[src/sv/hfts_pkg.sv]
package hfts_pkg;

  // Default number of grid points per side that the store is built for.
  localparam int GRID_SIDE_DEFAULT = 256;

  // One in Q16.16, wide enough to hold the full cell fraction.
  localparam logic [16:0] ONE_Q16 = 17'd65536;

  // Function codes of an input item.
  localparam logic FUNC_WRITE  = 1'b0;
  localparam logic FUNC_SAMPLE = 1'b1;

  // Register indexes of the configuration port.
  typedef enum logic [1:0] {
    CFG_GRID_ORIGIN      = 2'd0,
    CFG_INVERSE_SPACING  = 2'd1,
    CFG_GRID_SIDE_IN_USE = 2'd2
  } hfts_cfg_idx_t;

  // Reset values of the configuration registers.
  localparam logic [31:0] GRID_ORIGIN_RESET      = 32'd0;
  localparam logic [31:0] INVERSE_SPACING_RESET  = 32'd65536;
  localparam logic [8:0]  GRID_SIDE_IN_USE_RESET = 9'd256;

  // Control that travels with every item from stage to stage.
  typedef struct packed {
    logic valid;   // stage holds an item
    logic query;   // item samples a height and yields a result
    logic wr_ok;   // write item whose index falls inside the store
  } hfts_ctl_t;

endpackage

[src/sv/hfts_interp.sv]
module hfts_interp (
  input  logic                clk,
  input  logic                rst,
  input  logic                en,
  input  hfts_pkg::hfts_ctl_t in_ctl,
  input  logic signed [31:0]  nl,
  input  logic signed [31:0]  nr,
  input  logic signed [31:0]  fl,
  input  logic signed [31:0]  fr,
  input  logic [16:0]         u,
  input  logic [16:0]         v,
  output hfts_pkg::hfts_ctl_t out_ctl,
  output logic [31:0]         sampled_height,
  output logic                overflow
);
  import hfts_pkg::*;

  hfts_ctl_t c7, c8;

  logic signed [31:0] b7, b8;
  logic signed [32:0] d1, d2;
  logic [16:0]        w1, w2;
  logic signed [50:0] p1, p2;
  logic signed [51:0] t9;

  logic        lower;
  logic [35:0] r;

  // The lower triangle holds the corner at the cell origin.
  assign lower = ({1'b0, u} + {1'b0, v}) <= {1'b0, ONE_Q16};

  always_ff @(posedge clk) begin
    if (rst) begin
      c7      <= '0;
      c8      <= '0;
      out_ctl <= '0;
    end else if (en) begin
      c7      <= in_ctl;
      c8      <= c7;
      out_ctl <= c8;
    end
  end

  always_ff @(posedge clk) begin
    if (en) begin
      if (lower) begin
        b7 <= nl;
        d1 <= 33'(nr) - 33'(nl);
        w1 <= u;
        d2 <= 33'(fl) - 33'(nl);
        w2 <= v;
      end else begin
        b7 <= fr;
        d1 <= 33'(fl) - 33'(fr);
        w1 <= ONE_Q16 - u;
        d2 <= 33'(nr) - 33'(fr);
        w2 <= ONE_Q16 - v;
      end
      b8 <= b7;
      p1 <= d1 * $signed({1'b0, w1});
      p2 <= d2 * $signed({1'b0, w2});
      t9 <= $signed({{4{b8[31]}}, b8, 16'd0}) + 52'(p1) + 52'(p2);
    end
  end

  // Dropping the low 16 bits of the two's complement sum rounds toward
  // minus infinity.
  assign r        = t9[51:16];
  assign overflow = (r[35:31] != 5'b00000) && (r[35:31] != 5'b11111);

  always_comb begin
    if (!overflow) begin
      sampled_height = r[31:0];
    end else if (r[35]) begin
      sampled_height = 32'h8000_0000;
    end else begin
      sampled_height = 32'h7fff_ffff;
    end
  end

endmodule

[config.mk]
export PLATFORM = sky130hd
export DESIGN_NAME = hfts_interp
export DESIGN_NICKNAME = d
export VERILOG_FILES = /design/src/sv/hfts_pkg.sv /design/src/sv/hfts_interp.sv
export SDC_FILE = /design/constraint.sdc
export NUM_CORES = 2
export LEC_CHECK = 0
export BUFFER_PORTS_ARGS = -buffer_cell sky130_fd_sc_hd__buf_2
export CAP_MARGIN = 0
export CORE_ASPECT_RATIO = 0.8
export CORE_MARGIN = 8
export CORE_UTILIZATION = 28
export DETAILED_ROUTE_END_ITERATION = 16
export PLACE_DENSITY_LB_ADDON = 0.12
export REMOVE_ABC_BUFFERS = 1
export SLEW_MARGIN = 20
export SYNTH_ARGS = -nofsm -noshare
export SYNTH_HDL_FRONTEND = slang
export SYNTH_SLANG_ARGS = --single-unit
[constraint.sdc]
create_clock -name clk -period 19.8 [get_ports clk]
set_clock_uncertainty 0.1 [all_clocks]
set_input_delay 1.98 -clock clk [delete_from_list [all_inputs] [get_ports clk]]
set_output_delay 1.98 -clock clk [all_outputs]
set_load 0.05 [all_outputs]
==> flow_summary.yaml <==
detailed_routing:
  dr.pass1.iters: 7
  wl_per_cell_um: 20.7
  wl_um: 194000
  drc: 0
  ant_nets: 0
  vias_per_cell: 4.63
  drt-initial-drc-count: 2524
  vias: 43500
yosys:
  synth_edf_count: 302
  synth_top_area_share_pct: 37.2
  synth_top_cell_by_area: "fa_1"
  synth_cell_types: 74
  synth-async-reset-ratio_pct: 0
  synthTopCellsByArea: "fa_1 37%, edfxtp_1 15%, ha_1 9.4%, inv_1 8.7%, nand2_1 5.4%"
  yosysMostFrequentCell: "inv_1"
  syn_area_per_cell_um2: 9.32
  synthTopCellsByCount: "1382 x inv_1, 1112 x fa_1, 854 x nand2_1"
  ys_seq_area_share_pct: 15.4
  synth-seq-cells: 311
  syn_area_um2: 59900
  syn_inst: 6427
  yosys_warnings: 0
  ys.flop_type: "edfxtp_1"
floorplan:
  die_area_um2: 229000
  core_area_um2: 214000
  row_count: 152
  die_w_um: 533
  start_util_pct: 28.1
  ios: 204
  die_h_um: 430
cts:
  clk_latency_ns: 0.63
  cts-resized-gates: 0
  cts_hold_buf: 0
  cts_setup_buffers: 0
  clk_path_buf_depth: 3
  clk_pin_slew_ns: 0.06
  cts_max_level: 2
  cts_buffers: 40
  clock_sinks: 311
  cts_tree: "built"
  cts_root_buffer: "clkbuf_16"
sta:
  slew_violations: 0
  tightest_slew_ns: 1.10
  finalCritPeriodShare_pct: 41.1
  setup_tns_ns: 0
  finalSetupViolations: 0
  slew-limit-headroom_pct: 26.3
  rsz0062_at_grt: "no"
  hold_viol: 0
  min_period_ns: 8.15
  fmax_mhz: 123
place:
  post-dp-hpwl_um: 159000
  dp.cells: 9316
  dpl_cell_area_um2: 64100
  gp_congestion: 0.856
  portBuffers: 203
min_path:
  hold_class: "register to register"
  min_from: "b7[5]$_DFFE_PP_"
worst_setup_path:
  cp_slowest_cell: "edfxtp_1"
  endpoint_kind: "register"
  required_ns: 20.03
  crit_arrival_ns: 8.38
  crit_path_start: "d2[8]$_DFFE_PP_"
  slowest_delay_ns: 0.76
  crit_type: "register to register"
  path_delay_family: "adder cells"
  r2r_slack_ns: 11.65
  cp_cell_sequence: "and2_1 -> fa_1 -> inv_1 -> fa_1 -> fa_1 -> inv_1 -> fa_1 -> fa_1 -> inv_1 -> fa_1 -> inv_1 -> ha_1 -> a21oi_1 -> o21ai_0 -> a221o_1 -> a41oi_1 -> o21ai_1 -> a21oi_1 -> o31ai_1 -> a211oi_1 -> or4b_1 -> nand3_1"
  crit_buf_inv: 4
  cp_common_cell: "fa_1"
  r2r_start: "d2[8]$_DFFE_PP_"
  worstSetupStartpointType: "register"
  path_max_fanout: 17
job:
  drv_cap: 0
finish:
  fin_cells: 9394
  area_growth_pct: 9.24
  drive_above_1_share_pct: 5.38
  layout.nets: 8242
  final_area_um2: 65400
  final_util_pct: 30.6
global_route:
  gr-total-overflow: 0
  grt_max_degree: 196
  antenna_found_initial: 9
  grt_usage_pct: 16.9
  grt_pass1_wl_um: 296000
  grt_pass1_vias: 45900
run_status:
  status: "completed"
cell type report:
type	instances	area, µm²
multi-input combinational	4513	44700
tap	2849	3560
timing repair buffer	263	1500
antenna	6	15.0
sequential	311	9250
clock buffer	47	1070
fill	22600	148000
clock inverter	23	200
inverter	1382	5190
path summary, 6_finish.rpt:
| check | to | cells after the start |
|---|---|---|
| worst max-delay path | p2[49]$_DFFE_PP_ | 22 |
| worst min-delay path | b8[5]$_DFFE_PP_ | 0 |
| worst max register to register | p2[49]$_DFFE_PP_ | 22 |
| worst min register to register | b8[5]$_DFFE_PP_ | 0 |
routing by layer:
| layer | vias to the layer above | wire [µm] | global-route usage, % |
|---|---|---|---|
| met5 | - | 13 | 0 |
| met2 | 841 | 89700 | 27.9 |
| met3 | 148 | 7670 | 1.80 |
| met4 | 2 | 4310 | 3.23 |
| met1 | 22300 | 92300 | 24.2 |
| li1 | 20200 | - | - |
logic make-up after synthesis:
logic type	Yosys count	synth area share (%)
AND/OR/NAND/NOR	1764	14.1
buffers and inverters	1603	10.1
adder cells (fa/ha/maj)	1563	46.6
AO/OA/AOI/OAI	912	9.70
flip-flops	311	15.4
XOR/XNOR	245	3.58
multiplexers	29	0.495
through the flow:
stage          worst slack (ns)  hold slack (ns)
2_1_floorplan             10.68            0.300
3_3_place_gp              11.42            0.305
3_5_place_dp              11.70            0.305
4_1_cts                   11.64            0.318
5_1_grt                   11.21            0.327
6_report                  11.65            0.317
sequential cells by signal, summed over array words and instances, names as in the netlist:
| signal | cells |
|---|---|
| c7 | 3 |
| b7 | 32 |
| w2 | 17 |
| d1 | 33 |
| t9 | 36 |
| p1 | 51 |
| p2 | 51 |
| w1 | 17 |
| out_ctl | 3 |
| d2 | 33 |
| c8 | 3 |
| b8 | 32 |
layout by cell type (no fill, tap or decap), types with 34 or more instances in the layout:
cell type,instances
buf_4,57
inv_1,1382
a211oi_1,34
nand2b_1,43
edfxtp_1,302
a21o_1,152
ha_1,451
and2_1,474
o21ai_0,208
fa_1,1112
nand3_1,44
nor3_1,41
nor2b_1,37
a21oi_1,257
and3_1,34
buf_2,202
xor2_1,75
nand2_1,854
o21a_1,48
clkbuf_16,42
nor2_1,152
xnor2_1,170
Power is left out: the tool's default activity adds up to more than one toggle a clock period on the data nets, which glitch-free logic cannot reach.
